<file path="src/hw/rtl/sqb_pkg.sv">
// Shared types and constants for the stack/queue ring buffer.
package sqb_pkg;

  localparam int DEPTH  = 16;
  localparam int DATA_W = 32;
  localparam int PTR_W  = (DEPTH > 1) ? $clog2(DEPTH) : 1;
  localparam int CNT_W  = $clog2(DEPTH + 1);
  // front + count stays below 2*DEPTH
  localparam int SUM_W  = PTR_W + 1;

  typedef enum logic [1:0] {
    KIND_PUSH   = 2'd0,
    KIND_APPEND = 2'd1,
    KIND_REMOVE = 2'd2,
    KIND_READ   = 2'd3
  } kind_t;

  typedef enum logic [1:0] {
    STATUS_OK    = 2'd0,
    STATUS_EMPTY = 2'd1,
    STATUS_FULL  = 2'd2
  } status_t;

  typedef struct packed {
    kind_t                     kind;
    logic signed [DATA_W-1:0]  value;
  } in_item_t;

  typedef struct packed {
    logic signed [DATA_W-1:0]  result_value;
    status_t                   status;
  } out_item_t;

  // Memory access issued with an accepted item.
  typedef struct packed {
    logic                     wr_en;
    logic [PTR_W-1:0]         wr_addr;
    logic [DATA_W-1:0]        wr_data;
    logic                     rd_en;
    logic [PTR_W-1:0]         rd_addr;
  } ram_req_t;

  // Item waiting for its memory read to return.
  typedef struct packed {
    logic    vld;
    logic    use_rd;
    status_t status;
  } pend_t;

endpackage

</file>
<file path="src/hw/rtl/stack_queue_buffer.sv">
// Top level of the stack/queue ring buffer: memory, control and output register.
//
// A combined stack and queue over a ring of DEPTH 32-bit entries.
// Input channel (in_valid/in_stall/in_item): each transfer carries an
// operation kind (push front, append back, remove front, read front) and a
// value used only by the two inserts.
// Result channel (out_valid/out_stall/out_item): exactly one result per
// input transfer, in order, with the value read (zero for inserts and
// errors) and a status: ok, empty on remove/read, full on a dropped insert.
// The memory read and the pending stage are registered at the input
// transfer, and the result then moves on into the output register.
// Throughput: one item per cycle when in_stall is low; pointer and count
// update at the input transfer, so back-to-back items never wait on memory.
// At most two items are in flight: one waiting on its memory read and
// one held in the output register.
// Reset clears the front pointer, the count and all valid flags; memory
// contents are left as they are and only occupied entries are ever read.
// When the receiver stalls, the output register holds its result; the
// input side keeps taking items until the pending stage also fills, then
// in_stall rises until the result is taken.
module stack_queue_buffer import sqb_pkg::*; (
  input  logic      clk,
  input  logic      rst_n,
  input  logic      in_valid,
  output logic      in_stall,
  input  in_item_t  in_item,
  output logic      out_valid,
  input  logic      out_stall,
  output out_item_t out_item
);

  ram_req_t          ram_req;
  pend_t             pend;
  logic [DATA_W-1:0] rd_data;
  logic              in_fire;
  logic              pend_adv;

  logic              out_vld_r, out_vld_nxt;
  out_item_t         out_item_r, out_item_nxt;

  // Pending stage moves into the output register when that register is free
  // or being emptied this cycle.
  assign pend_adv = pend.vld && (!out_vld_r || !out_stall);
  assign in_stall = pend.vld && !pend_adv;
  assign in_fire  = in_valid && !in_stall;

  sqb_ctrl u_ctrl (
    .clk      (clk),
    .rst_n    (rst_n),
    .in_fire  (in_fire),
    .in_item  (in_item),
    .pend_adv (pend_adv),
    .ram_req  (ram_req),
    .pend     (pend)
  );

  sqb_ram #(
    .ADDR_W (PTR_W),
    .DATA_W (DATA_W),
    .WORDS  (DEPTH)
  ) u_ram (
    .clk     (clk),
    .wr_en   (ram_req.wr_en),
    .wr_addr (ram_req.wr_addr),
    .wr_data (ram_req.wr_data),
    .rd_en   (ram_req.rd_en),
    .rd_addr (ram_req.rd_addr),
    .rd_data (rd_data)
  );

  // Read data is held in the RAM output until the next read, which only
  // issues once this item has left the pending stage.
  always_comb begin
    out_vld_nxt  = out_vld_r;
    out_item_nxt = out_item_r;
    if (pend_adv) begin
      out_vld_nxt               = 1'b1;
      out_item_nxt.result_value = pend.use_rd ? rd_data : '0;
      out_item_nxt.status       = pend.status;
    end else if (!out_stall) begin
      out_vld_nxt = 1'b0;
    end
  end

  always_ff @(posedge clk) begin
    if (!rst_n) begin
      out_vld_r <= 1'b0;
    end else begin
      out_vld_r <= out_vld_nxt;
    end
  end

  always_ff @(posedge clk) begin
    out_item_r <= out_item_nxt;
  end

  assign out_valid = out_vld_r;
  assign out_item  = out_item_r;

endmodule

</file>
<file path="src/hw/rtl/sqb_ram.sv">
// Generic single-write, single-read synchronous RAM with registered read data.
module sqb_ram #(
  parameter int ADDR_W = 4,
  parameter int DATA_W = 32,
  parameter int WORDS  = 16
) (
  input  logic              clk,
  input  logic              wr_en,
  input  logic [ADDR_W-1:0] wr_addr,
  input  logic [DATA_W-1:0] wr_data,
  input  logic              rd_en,
  input  logic [ADDR_W-1:0] rd_addr,
  output logic [DATA_W-1:0] rd_data
);

  logic [DATA_W-1:0] mem [WORDS];

  always_ff @(posedge clk) begin
    if (wr_en) begin
      mem[wr_addr] <= wr_data;
    end
  end

  always_ff @(posedge clk) begin
    if (rd_en) begin
      rd_data <= mem[rd_addr];
    end
  end

endmodule

</file>
<file path="src/hw/rtl/sqb_ctrl.sv">
// Front pointer, element count, memory access decode and pending-read stage.
module sqb_ctrl import sqb_pkg::*; (
  input  logic     clk,
  input  logic     rst_n,
  input  logic     in_fire,
  input  in_item_t in_item,
  input  logic     pend_adv,
  output ram_req_t ram_req,
  output pend_t    pend
);

  logic [PTR_W-1:0] front_r, front_nxt;
  logic [CNT_W-1:0] cnt_r, cnt_nxt;
  pend_t            pend_r, pend_nxt;

  logic             empty, full;
  logic [PTR_W-1:0] front_dec, front_inc, back;
  logic [SUM_W-1:0] back_sum;
  logic             use_rd;
  status_t          status;

  assign empty = (cnt_r == '0);
  assign full  = (cnt_r == CNT_W'(DEPTH));

  assign front_dec = (front_r == '0) ? PTR_W'(DEPTH - 1) : front_r - 1'b1;
  assign front_inc = (front_r == PTR_W'(DEPTH - 1)) ? '0 : front_r + 1'b1;
  assign back_sum  = SUM_W'(front_r) + SUM_W'(cnt_r);
  assign back      = (back_sum >= SUM_W'(DEPTH)) ? PTR_W'(back_sum - SUM_W'(DEPTH))
                                                 : PTR_W'(back_sum);

  always_comb begin
    front_nxt       = front_r;
    cnt_nxt         = cnt_r;
    use_rd          = 1'b0;
    status          = STATUS_OK;
    ram_req.wr_en   = 1'b0;
    ram_req.wr_addr = front_dec;
    ram_req.wr_data = in_item.value;
    ram_req.rd_en   = 1'b0;
    ram_req.rd_addr = front_r;
    case (in_item.kind)
      KIND_PUSH: begin
        if (full) begin
          status = STATUS_FULL;
        end else begin
          ram_req.wr_en = in_fire;
          front_nxt     = front_dec;
          cnt_nxt       = cnt_r + 1'b1;
        end
      end
      KIND_APPEND: begin
        ram_req.wr_addr = back;
        if (full) begin
          status = STATUS_FULL;
        end else begin
          ram_req.wr_en = in_fire;
          cnt_nxt       = cnt_r + 1'b1;
        end
      end
      KIND_REMOVE: begin
        if (empty) begin
          status = STATUS_EMPTY;
        end else begin
          ram_req.rd_en = in_fire;
          use_rd        = 1'b1;
          front_nxt     = front_inc;
          cnt_nxt       = cnt_r - 1'b1;
        end
      end
      KIND_READ: begin
        if (empty) begin
          status = STATUS_EMPTY;
        end else begin
          ram_req.rd_en = in_fire;
          use_rd        = 1'b1;
        end
      end
      default: begin
        status = STATUS_OK;
      end
    endcase
    if (!in_fire) begin
      front_nxt = front_r;
      cnt_nxt   = cnt_r;
    end
  end

  always_comb begin
    pend_nxt = pend_r;
    if (in_fire) begin
      pend_nxt.vld    = 1'b1;
      pend_nxt.use_rd = use_rd;
      pend_nxt.status = status;
    end else if (pend_adv) begin
      pend_nxt.vld = 1'b0;
    end
  end

  // only the pointer, count and valid flag need a reset value
  always_ff @(posedge clk) begin
    if (!rst_n) begin
      front_r    <= '0;
      cnt_r      <= '0;
      pend_r.vld <= 1'b0;
    end else begin
      front_r    <= front_nxt;
      cnt_r      <= cnt_nxt;
      pend_r.vld <= pend_nxt.vld;
    end
    pend_r.use_rd <= pend_nxt.use_rd;
    pend_r.status <= pend_nxt.status;
  end

  assign pend = pend_r;

endmodule

</file>
<file path="config.mk">
export PLATFORM = sky130hd
export DESIGN_NAME = stack_queue_buffer
export DESIGN_NICKNAME = d
export VERILOG_FILES = /design/src/hw/rtl/sqb_pkg.sv /design/src/hw/rtl/stack_queue_buffer.sv /design/src/hw/rtl/sqb_ram.sv /design/src/hw/rtl/sqb_ctrl.sv
export SDC_FILE = /design/constraint.sdc
export NUM_CORES = 1
export LEC_CHECK = 0
export BUFFER_PORTS_ARGS = -buffer_cell sky130_fd_sc_hd__buf_2
export CAP_MARGIN = 40
export CORE_MARGIN = 8
export CORE_UTILIZATION = 45
export CTS_CLUSTER_SIZE = 12
export DETAILED_ROUTE_END_ITERATION = 7
export GPL_TIMING_DRIVEN = 1
export PLACE_DENSITY_LB_ADDON = 0.1
export SLEW_MARGIN = 5
export SYNTH_ARGS = -nofsm -noshare
export SYNTH_HDL_FRONTEND = slang
export SYNTH_SLANG_ARGS = --single-unit
export TNS_END_PERCENT = 50
</file>
<file path="constraint.sdc">
create_clock -name clk -period 9.1 [get_ports clk]
set_clock_uncertainty 0.05 [all_clocks]
set_input_delay 2.275 -clock clk [delete_from_list [all_inputs] [get_ports clk]]
set_output_delay 2.275 -clock clk [all_outputs]
set_load 0.1 [all_outputs]
</file>
After elaboration in Yosys (flattened, before gate mapping):

Memory sizes are Yosys's and may differ from the RTL's. A register that Yosys moved wholly into a read port is not among the register bits.
Cells that the tools add are included.

* multiplexer cells: 24
* magnitude comparators: 1
* reduce and logical (&&, ||, !) cells: 18
* equal/unequal tests: 9
* $add $sub $neg: 6

Operator list (number)
* two-way mux 4 bit: 6
* two-way mux 1 bit: 12
* two-way mux 5 bit: 2
* case mux 5 bit (2 select lines): 1
* case mux 4 bit (2 select lines): 1
* AND reduction 4 bit: 2
* subtractor 4 x 1 -> 4 bit (second input constant): 2
* != test 2 bit (second input constant): 3
* nonzero test 2 bit: 3
* adder 4 x 5 -> 5 bit: 1
* adder 5 x 1 -> 5 bit (second input constant): 1
* equality test 5 bit (second input constant): 1
* >= comparator 5 bit (second input constant): 1
* logical NOT 5 bit: 1
* subtractor 5 x 1 -> 5 bit (second input constant): 1
* adder 4 x 1 -> 4 bit (second input constant): 1
* equality test 2 bit (second input constant): 2
* equality test 4 bit (second input constant): 1
* logical NOT 1 bit: 4
* logical NOT 4 bit: 1
* case mux 2 bit (2 select lines): 1
* OR reduction 2 bit: 2
* logical AND 1 bit: 3
* equality test 2 x 1 -> 1 bit (second input constant): 1
* 4 further kinds: 4

* register bits after elaboration: 48
* input port bits: 38
* memories kept: 1
* RAM bits: 512
* output and inout port bits: 36
* word-level logic and storage cells: 67

Memory list
* u_ram.mem: words 16, width 32, read ports 1, clocked after memory_dff 1, wr ports 1, RTL line sqb_ram.sv:16 `logic [DATA_W-1:0] mem [WORDS];`

Depth between registers and ports, before layout:

Gate-level depths: netlist of run 1.

* depth in word-level cells: 11
* gate-level depth with buffers: 10
* depth with buffers taken out: 7

Hierarchy:

Synthesis of run 1 repeated with hierarchy kept, for this count alone.

* cell total of the unflattened synthesis: 1057
* area, all modules: 22715.5 um^2

By module, submodules not included
* sqb_ram: instances 1, cells an instance 838, seq. area each 16335.7 um^2, area each 20174.3 um^2
* stack_queue_buffer: instances 1, cells an instance 75, seq. area each 1041.0 um^2, area each 1327.5 um^2
* sqb_ctrl: instances 1, cells an instance 144, seq. area each 290.3 um^2, area each 1213.7 um^2

Worst setup path before layout of run 1:

Ideal clock, no wire load.

* path kind: input -> register
* from: in out_stall
* to: mem u_ram.mem[11][0], enable pin
* path slack: 2.530 ns
* library setup time: 0.470 ns
* buffers on the path: 0
* stages on the path: 5
* required time: 8.580 ns
* data arrival time: 6.050 ns
* cells stage by stage: nand3_2 -> inv_1 -> a2111oi_2 -> nand3_1 -> a211oi_1

* word-level cells in the longest chain between the ends: 11

RTL lines
* from (decl): RTL line stack_queue_buffer.sv:28 `input logic out_stall,`
* logical NOT 1 bit
* logical OR 1 bit: RTL line stack_queue_buffer.sv:43 `assign pend_adv = pend.vld && (!out_vld_r || !out_stall);`
* logical AND 1 bit: RTL line stack_queue_buffer.sv:43
* logical NOT 1 bit: RTL line stack_queue_buffer.sv:44 `assign in_stall = pend.vld && !pend_adv;`
* logical AND 1 bit: RTL line stack_queue_buffer.sv:44
* named net in_stall: RTL line stack_queue_buffer.sv:25 `output logic in_stall,`
* logical NOT 1 bit: RTL line stack_queue_buffer.sv:45 `assign in_fire = in_valid && !in_stall;`
* logical AND 1 bit: RTL line stack_queue_buffer.sv:45
* two-way mux 1 bit: RTL line sqb_ctrl.sv:43, sqb_ctrl.sv:53
* two-way mux 1 bit
* two-way mux 1 bit: RTL line sqb_ram.sv:19 `if (wr_en) begin`
* two-way mux 1 bit (not written as such): RTL line sqb_ram.sv:20 `mem[wr_addr] <= wr_data;`
* to (decl): RTL line sqb_ram.sv:16

The timed path passes the listed nets, and every way through them passes these cells.

Final worst setup path of run 1:

* from: in out_stall
* to: out in_stall

* word-level cells in the longest chain between the ends: 5

RTL lines (RTL line)
* logical NOT 1 bit
* logical OR 1 bit: stack_queue_buffer.sv:43
* logical AND 1 bit: stack_queue_buffer.sv:43
* logical NOT 1 bit: stack_queue_buffer.sv:44
* logical AND 1 bit: stack_queue_buffer.sv:44
* to (decl): stack_queue_buffer.sv:25

Every way passes these cells.

==> impl_metrics.csv, run 1 <==
group,metric,value,unit
route,drc,0,
grt,maximum_number_of_pins_on_one_net_before_global_route_repair,48,
synth,synth_top_cell_area_share,76.36,%
route,first_iter_violations,879,
cts,post_cts_resized,0,
floorplan,coreArea,50170,µm²
route,routed_wire_length_per_instance,25.94,µm
worst_setup_path,reg2reg_slack,4790,ps
route,detail-route-antenna-nets,0,
floorplan,floorplan.die.height,241.3,µm
run_status,run_status,"finished clean",
power,power.density,226.2,nW/µm²
cts,cts_hold_repair.buffers,0,
flow_run,count_of_maximum_capacitance_violations,0,
grt,grt_pass1_vias,11460,
cts,clock_insertion_delay_worst_skew,620,ps
final_layout,flow.area_growth_from_synthesis,14.17,%
synth,synth.top_cells.by_area,"edfxtp_1, mux4_2, and2_1, a211oi_1, nand2_1",
sta,final.min_clock_period,5482,ps
power,p_leak,8.194,nW
synth,number_of_flip_flops_and_latches_in_the_synthesized_netlist,592,
worst_setup_path,worst_path_cell_trace,"buf_2 > nand3_2 > inv_1 > buf_2",
worst_setup_path,timing.critical_path.required,6780,ps
floorplan,floorplan.die_area,58240,µm²
floorplan,initial_utilization,45.54,%
route,num_vias,10810,
worst_setup_path,critPathMaxStageDelay,450,ps
synth,yosys.cell_count.top_type,"edfxtp_1",
floorplan,chipWidth,241.3,µm
cts,cts_max_path_buffers,3,
cts,cts.clk_slew.worst_paths,60,ps
placed_design,place.gp.congestion,0.7451,
sta,timing.final.ws_setup,3618,ps
synth,syn-mean-instance-area,20.83,µm²
route,avgViaCountPerCell,5.617,
worst_setup_path,r2r_cells,8,
synth,synth-async-reset-ratio,0,%
worst_setup_path,crit_fanout,4,
sta,hold_slack,368.4,ps
floorplan,total_i_o_pin_count,74,
worst_setup_path,critical_path.reg2reg.startpoint,"u_ctrl.front_r[1]",
final_layout,layout_cell_share_with_drive_strength_beyond_1,27.48,%
worst_setup_path,cp_slowest_cell,"buf_2",
synth,syn-instance-count,1097,
cts,clock_tree_from_tritoncts,"built",
synth,synth.lib_cells_used.distinct,53,
final_layout,finish.net_count,1264,
cts,post_cts_buffers,0,
placed_design,place.detailed.hpwl,29970,µm
sta,setup_viol_count_final,0,
cts,number_of_cts_inserted_buffers,60,
sta,timing_worst_slew_pin_value,781.2,ps
grt,grt_antenna_before_repair,1,
synth,number_of_synthesized_flops_with_an_enable_pin,581,
final_layout,diodes_inserted,0,
grt,grtUsageTotal,17.53,%
worst_setup_path,timing.critical_path.arrival,3160,ps
worst_setup_path,path_common_cell,"buf_2",
worst_setup_path,worstSetupEndpointType,"output port",
sta,rsz0062_at_grt,"no",
cts,htree_num_levels,2,
sta,max_clock_freq,0.1824,GHz
worst_setup_path,criticalPathCategory,"input port to output port",
power,ir_worst_vdd,0.1492,mV
synth,synth_sequential_area_ratio,77.32,%
cts,clkSinkCount,592,
sta,slew_headroom,47.37,%
grt,global_route.overflow_total,0,
grt,wire_length_of_the_first_global_routing_pass,75320,µm
synth,synth.net_count,1145,
synth,dominant_cell_type_by_area_after_synthesis,"edfxtp_1",
placed_design,post-place-ws,3637,ps
worst_setup_path,crit_path_end,"in_stall",
power,power.total,0.005902,W
synth,synthesized_cell_area,22850,µm²
sta,hold_viol,0,
floorplan,placementRows,82,
route,detailedRoute.firstPassIterationCount,5,
worst_setup_path,setup.worst_path.start,"out_stall",
worst_setup_path,crit-reg2reg-capture,"u_ram.mem[12][13]",
route,totalWireLength,49900,µm
final_layout,layoutNonFillerInstCount,1924,
cts,clock_tree_root_buffer_cell,"clkbuf_16",
sta,slew_violations,0,
synth,synth.top_cells.by_count,"edfxtp_1, mux4_2, and2_1",
synth,synth_ff_type,"edfxtp_1",
final_layout,layout.filler_cells,3974,
hold_path,hold_path_class,"register to register",
placed_design,post-place-cells,1826,
placed_design,portBuffers,73,
sta,fin_tns_setup,0,ps
sta,period_share,60.25,%
worst_setup_path,worstSetupStartpointType,"input port",
synth,yosys_warnings,0,
logic make-up (layout without fill, tap and decap cells):
family,count (synthesis),count (layout),share of synthesized area (%)
AOI/OAI and AO/OA,111,111,3.346
xor gates and xnor gates,7,7,0.2683
adders and majority gates,10,10,0.6133
buffers and inverters,66,221,1.424
DFF,592,592,77.32
muxes,137,137,13.03
and+or+nand+nor,174,174,4.003
critical path: cells and delay by family:
kind | cells | cell delay (ps)
buffers and inverters | 3 | 750
AND/OR/NAND/NOR | 1 | 130
final cells by class:
type,instances,area [µm²],share of cell area [%]
Clock inverter,22,155.1,0.5948
Clock buffer,76,1583,6.067
Sequential cell,592,17680,67.77
Timing Repair Buffer,113,777.0,2.979
Multi-Input combinational cell,439,5014,19.22
Tap cell,672,840.8,3.223
Inverter,10,37.54,0.1439
state kept, by name, summed over array words and instances, names as in the netlist:
signal	flops
out_item	34
out_valid	1
u_ctrl.cnt_r	5
u_ctrl.front_r	4
u_ctrl.pend	4
u_ram.mem	512
u_ram.rd_data	32
metal layers:
metal	GRT usage [%]	wire length [µm]	part of all wire [%]
met1	24.95	22590	45
met2	28.75	24180	48
met3	2.354	2295	4.6
met4	4.184	839	1.7
met5	0	0	0
power by group:
part	total (W)	switching (W)	internal [W]
combinational	0.000554	0.000360	0.000194
sequential	0.00312	0.0000368	0.00309
clock	0.00223	0.000982	0.00124
total	0.00590	0.00138	0.00452
through the flow:
stage               cell area [µm²]  util, %
detailed placement            24350    48.53
global placement              24170    48.17
global route                  26090    52.00
CTS                           26090    52.00
floorplan                     22850        -
finish                        26090    52.00
cells in the final DEF, fill, tap and decap left out, types with 8 or more instances in the layout:
cell,netlist,routed
a211oi_1,40,32
a211oi_4,0,8
a21oi_1,14,14
a31oi_1,33,33
and2_1,68,67
buf_2,8,73
buf_4,10,32
clkbuf_1,32,15
clkbuf_16,0,61
clkinv_1,2,14
edfxtp_1,581,581
ha_1,8,8
inv_1,8,8
mux4_2,128,128
nand2_1,66,66
nor3_2,0,8
how the worst min path moves through the flow:
stage	start	to	cells after the start
floorplan	u_ctrl.pend[0]	out_item[0]	0
global placement	u_ctrl.pend[1]	out_item[1]	0
detailed placement	u_ctrl.pend[0]	out_item[0]	0
CTS	u_ctrl.pend[0]	out_item[0]	0
global route	u_ctrl.pend[0]	out_item[0]	0
finish	u_ctrl.pend[0]	out_item[0]	0
Power figures use the tool's default switching activity.
==> run 2, diff against run 1 <==
- clock period: 9.1 -> 4.6 ns (I/O delays scaled with it)
==> run 2 against run 1 <==
  * Critical path depth grew 3
  * Wire length shrank 0.25%
  * Combinational power increased by 99%
  * Register-to-register slack worse by 3600 ps
  * First-iteration DRC count is 3.4% lower
  * Total power up 97%
  * Sequential cell count is the same
  * Clock power rose by 95%
  * Worst setup slack worse by 2400 ps
  * Non-clock buffer count did not move
  * Design area down 0.31%
  * Final cell count grew 0.21%
  * Critical endpoint is now u_ram.mem[9][13]
==> impl_metrics.csv, run 2 (synthesis gave the netlist of run 1 again) <==
group,metric,value,unit
run_status,run_status,"finished clean",
final_layout,final_cell_mix,"edfxtp_1, mux4_2, buf_2",
placed_design,portBuffers,73,
hold_path,min_from,"u_ctrl.pend[0]",
route,first_iter_violations,849,
placed_design,place.gp.congestion,0.7471,
floorplan,initial_utilization,45.54,%
sta,slew_violations,0,
final_layout,flow.area_growth_from_synthesis,13.81,%
worst_setup_path,timing.critical_path.arrival,3580,ps
flow_run,count_of_maximum_capacitance_violations,0,
worst_setup_path,reg2reg_slack,1210,ps
grt,grt_antenna_before_repair,0,
sta,rsz0062_at_grt,"no",
sta,timing.final.ws_setup,1206,ps
floorplan,coreArea,50170,µm²
power,power.density,446.2,nW/µm²
worst_setup_path,critPathMaxStageDelay,530,ps
worst_setup_path,worstSetupEndpointType,"register",
cts,post_cts_buffers,0,
worst_setup_path,worst_path_cell_trace,"inv_1 > ha_1 > or3b_1 > a31oi_1 > nand3_1 > a211oi_4 > buf_4",
placed_design,post-place-ws,747.2,ps
final_layout,registers.top_by_ff_count,"u_ram.mem",
final_layout,largest_reg_flops,512,
cts,number_of_cts_inserted_buffers,60,
final_layout,layout.filler_cells,3970,
grt,grtUsageTotal,17.35,%
grt,grt_pass1_vias,11240,
grt,global_route.overflow_total,0,
power,ir_worst_vdd,0.2439,mV
floorplan,floorplan.die_area,58240,µm²
cts,clock_tree_from_tritoncts,"built",
sta,final.min_clock_period,3394,ps
cts,cts_max_path_buffers,3,
final_layout,layoutNonFillerInstCount,1928,
route,drc,0,
sta,max_clock_freq,0.2946,GHz
route,detailedRoute.firstPassIterationCount,5,
grt,maximum_number_of_pins_on_one_net_before_global_route_repair,89,
worst_setup_path,timing.critical_path.required,4780,ps
route,routed_wire_length_per_instance,25.82,µm
floorplan,floorplan.die.height,241.3,µm
hold_path,hold-path-cell-count,0,
worst_setup_path,crit_fanout,32,
worst_setup_path,r2r_cells,7,
floorplan,total_i_o_pin_count,74,
cts,clock_tree_root_buffer_cell,"clkbuf_16",
worst_setup_path,crit-reg2reg-capture,"u_ram.mem[9][13]",
cts,clock_insertion_delay_worst_skew,610,ps
worst_setup_path,critical_path.reg2reg.startpoint,"u_ctrl.front_r[1]",
sta,slew_headroom,39.47,%
final_layout,finish.net_count,1264,
cts,htree_num_levels,2,
placed_design,post-place-cells,1826,
worst_setup_path,criticalPathCategory,"register to register",
final_layout,layout.cells.most_common,"edfxtp_1",
route,num_vias,10850,
sta,period_share,73.78,%
worst_setup_path,cp_slowest_cell,"buf_4",
power,p_leak,8.159,nW
sta,setup_viol_count_final,0,
cts,post_cts_resized,0,
sta,hold_viol,0,
cts,cts_hold_repair.buffers,0,
worst_setup_path,worstSetupStartpointType,"register",
hold_path,hold_path_class,"register to register",
route,avgViaCountPerCell,5.629,
cts,clkSinkCount,592,
route,detail-route-antenna-nets,0,
final_layout,diodes_inserted,0,
placed_design,place.detailed.hpwl,28890,µm
route,totalWireLength,49780,µm
cts,cts.clk_slew.worst_paths,60,ps
floorplan,chipWidth,241.3,µm
grt,wire_length_of_the_first_global_routing_pass,74110,µm
final_layout,layout_cell_share_with_drive_strength_beyond_1,27.07,%
hold_path,whs_endpoint,"out_item[0]",
floorplan,placementRows,82,
sta,timing_worst_slew_pin_value,890.3,ps
-- run 2: worst max path at each step --
stage                            startpoint  slack, ps                 to
after global routing      u_ctrl.front_r[1]        960  u_ram.mem[11][16]
after CTS                 u_ctrl.front_r[1]       1160   u_ram.mem[9][13]
after floorplan                   out_stall       -840   u_ram.mem[11][0]
after detailed placement          out_stall        750   u_ram.mem[9][13]
after global placement            out_stall        780   u_ram.mem[9][13]
final                     u_ctrl.front_r[1]       1210   u_ram.mem[9][13]
-- run 2: worst max-delay path, delay by kind of cell (launching register included) --
family,cells,cell delay [ps]
compound gates,2,620
fa+ha+maj,1,320
buf+inv,2,910
flops,1,340
simple gates,2,750
-- run 2: stage by stage --
stage                     total power, W  cell area (µm²)  hold slack [ps]  util, %  setup TNS [ps]
after floorplan                 0.007000            22850            350.3        -         -372690
after global placement          0.007381            24230            353.8    48.29               0
after detailed placement        0.007407            24290            361.4    48.42               0
after CTS                        0.01177            26000            376.9    51.83               0
after global routing             0.01203            26000            384.4    51.83               0
final                            0.01160            26000            372.7    51.83               0
-- run 2: per-layer routing --
layer / track usage (%) / part of all wire [%] / vias up
met3: 2.798 / 4.5 / 85
met4: 4.714 / 2.2 / 0
met1: 23.80 / 44 / 5795
met2: 28.81 / 49 / 226
li1: - / - / 4746
met5: 0 / 0 / -
-- run 2: cell type report --
cell class / instances / area (µm²) / area share (%)
clock buffers: 80 / 1577 / 6.062
clock inverters: 22 / 133.9 / 0.5148
flip-flops and latches: 592 / 17680 / 67.99
multi-input cells: 439 / 5014 / 19.28
repair buffers: 113 / 723.2 / 2.781
inverters: 10 / 37.54 / 0.1443
well taps: 672 / 840.8 / 3.233
-- run 2: where the power goes --
part	switching, W	internal (W)
clock network	0.00191	0.00243
logic	0.000724	0.000379
registers	0.0000573	0.00610
==> run 3, diff against run 2 <==
- clock period: 4.6 -> 2.9 ns (I/O delays scaled with it)
==> run 3 against run 2 <==
  * Combinational power increased by 65%
  * Critical endpoint is now u_ram.mem[3][11]
  * Sequential cell count unchanged
  * Largest power group unchanged
  * Global-route usage is essentially flat
  * Design area grew 2.2%
==> impl_metrics.csv, run 3 (synthesis gave the netlist of run 1 again) <==
group,metric,value,unit
cts,clock_tree_root_buffer_cell,"clkbuf_16",
sta,fin_tns_setup,0,ps
sta,final.min_clock_period,2676,ps
worst_setup_path,timing.critical_path.required,3150,ps
placed_design,portBuffers,73,
final_layout,diodes_inserted,0,
cts,clock_tree_from_tritoncts,"built",
worst_setup_path,criticalPathCategory,"register to register",
route,detail-route-antenna-nets,0,
worst_setup_path,worstSetupStartpointType,"register",
sta,rsz0062_at_grt,"no",
floorplan,floorplan.die_area,58240,µm²
worst_setup_path,worstSetupEndpointType,"register",
final_layout,registers.top_by_ff_count,"u_ram.mem",
sta,hold_slack,369.5,ps
worst_setup_path,setup.worst_path.start,"u_ctrl.front_r[1]",
sta,period_share,92.27,%
cts,number_of_cts_inserted_buffers,60,
final_layout,final_cell_mix,"edfxtp_1, mux4_2, buf_2",
final_layout,layout_cell_share_with_drive_strength_beyond_1,28.40,%
grt,grt_pass1_vias,11600,
placed_design,post-place-cells,1842,
sta,max_clock_freq,0.3737,GHz
power,p_leak,8.330,nW
floorplan,initial_utilization,45.54,%
final_layout,layoutNonFillerInstCount,1943,
final_layout,layout.cells.most_common,"edfxtp_1",
sta,hold_viol,0,
route,num_vias,10780,
worst_setup_path,crit_fanout,19,
worst_setup_path,critical_path.reg2reg.startpoint,"u_ctrl.front_r[1]",
final_layout,layout.filler_cells,3875,
worst_setup_path,crit_path_end,"u_ram.mem[3][11]",
cts,cts.clk_slew.worst_paths,60,ps
hold_path,min_from,"u_ctrl.pend[1]",
route,totalWireLength,49000,µm
cts,htree_num_levels,2,
flow_run,count_of_maximum_capacitance_violations,0,
route,avgViaCountPerCell,5.547,
power,ir_worst_vdd,0.4298,mV
final_layout,largest_reg_flops,512,
grt,grt_antenna_before_repair,1,
worst_setup_path,reg2reg_slack,220,ps
route,drc,0,
hold_path,hold_path_class,"register to register",
worst_setup_path,r2r_cells,8,
route,routed_wire_length_per_instance,25.22,µm
cts,cts_max_path_buffers,3,
floorplan,floorplan.die.height,241.3,µm
sta,setup_viol_count_final,0,
grt,maximum_number_of_pins_on_one_net_before_global_route_repair,61,
grt,wire_length_of_the_first_global_routing_pass,75340,µm
final_layout,final_util,52.97,%
sta,timing_worst_slew_pin_value,793.2,ps
floorplan,placementRows,82,
power,power.density,702.0,nW/µm²
floorplan,chipWidth,241.3,µm
final_layout,flow.area_growth_from_synthesis,16.30,%
placed_design,place.detailed.hpwl,29110,µm
sta,slew_headroom,46.76,%
grt,global_route.overflow_total,0,
worst_setup_path,timing.critical_path.arrival,2930,ps
worst_setup_path,crit-reg2reg-capture,"u_ram.mem[3][11]",
floorplan,coreArea,50170,µm²
route,first_iter_violations,905,
final_layout,finish.net_count,1280,
run_status,run_status,"finished clean",
cts,clkSinkCount,592,
floorplan,total_i_o_pin_count,74,
cts,clock_insertion_delay_worst_skew,610,ps
power,power.total,0.01865,W
sta,slew_violations,0,
placed_design,place.gp.congestion,0.7323,
route,detailedRoute.firstPassIterationCount,5,
grt,grtUsageTotal,17.37,%
## run 3: cell count changes in the layout (fill, tap and decap cells not counted), sizes merged
| cell | previous run | this run |
|---|---|---|
| bufinv | 1 | 2 |
| clkbuf | 80 | 81 |
| clkinv | 21 | 19 |
| clkinvlp | 1 | 2 |
| buf | 113 | 129 |
| inv | 9 | 7 |
## run 3: through the flow
stage	cell area [µm²]	setup slack, ps
finish	26570	224.2
global route	26570	23.52
CTS	26570	191.8
detailed placement	24800	33.51
global placement	24790	-7.045
floorplan	23050	-1045
## run 3: worst min-delay path by stage
stage                                 end  slack [ps]  depth (start not counted)
after detailed placement      out_item[1]         360                          0
after CTS                 u_ctrl.cnt_r[4]         350                          3
after floorplan               out_item[0]         350                          0
after global placement        out_item[0]         360                          0
final                         out_item[1]         370                          0
after global routing      u_ctrl.cnt_r[4]         380                          3
## run 3: what timing repair did
| item | CTS | global route |
|---|---|---|
| buffers inserted | 0 | 0 |
| setup endpoints to repair | 0 | 28 |
| gates resized for setup | 0 | 1 |
| hold buffers | 0 | 0 |
## run 3: cell type report
| class | instances | area (µm²) | share of cell area [%] |
|---|---|---|---|
| Timing Repair Buffer | 129 | 1152 | 4.336 |
| Inverter | 10 | 41.29 | 0.1554 |
| Multi-Input combinational cell | 439 | 5087 | 19.14 |
| Tap cell | 672 | 840.8 | 3.164 |
| Sequential cell | 592 | 17680 | 66.53 |
| Clock buffer | 81 | 1623 | 6.107 |
| Clock inverter | 20 | 148.9 | 0.5603 |
## run 3: worst max-delay path, stage by stage (launching register included)
cell and delay [ps]:
dfxtp_4 370, inv_1 150, ha_1 260, or3b_1 390
a31oi_1 310, nand3_1 110, buf_4 200, nor3_4 270
buf_12 220
## run 3: power breakdown
part | internal (W) | leakage (nW) | switching, W
Combinational | 0.000653 | 2.12 | 0.00117
Sequential | 0.00968 | 5.35 | 0.0000707
Clock | 0.00404 | 0.856 | 0.00304
Total | 0.0144 | 8.33 | 0.00428
## run 3: routing by layer
layer / track usage, % / up-vias / wire length, µm
li1: - / 4772 / -
met1: 24.02 / 5724 / 21880
met2: 28.84 / 211 / 24190
met3: 2.559 / 71 / 1973
met4: 4.678 / 0 / 956
met5: 0 / - / 0
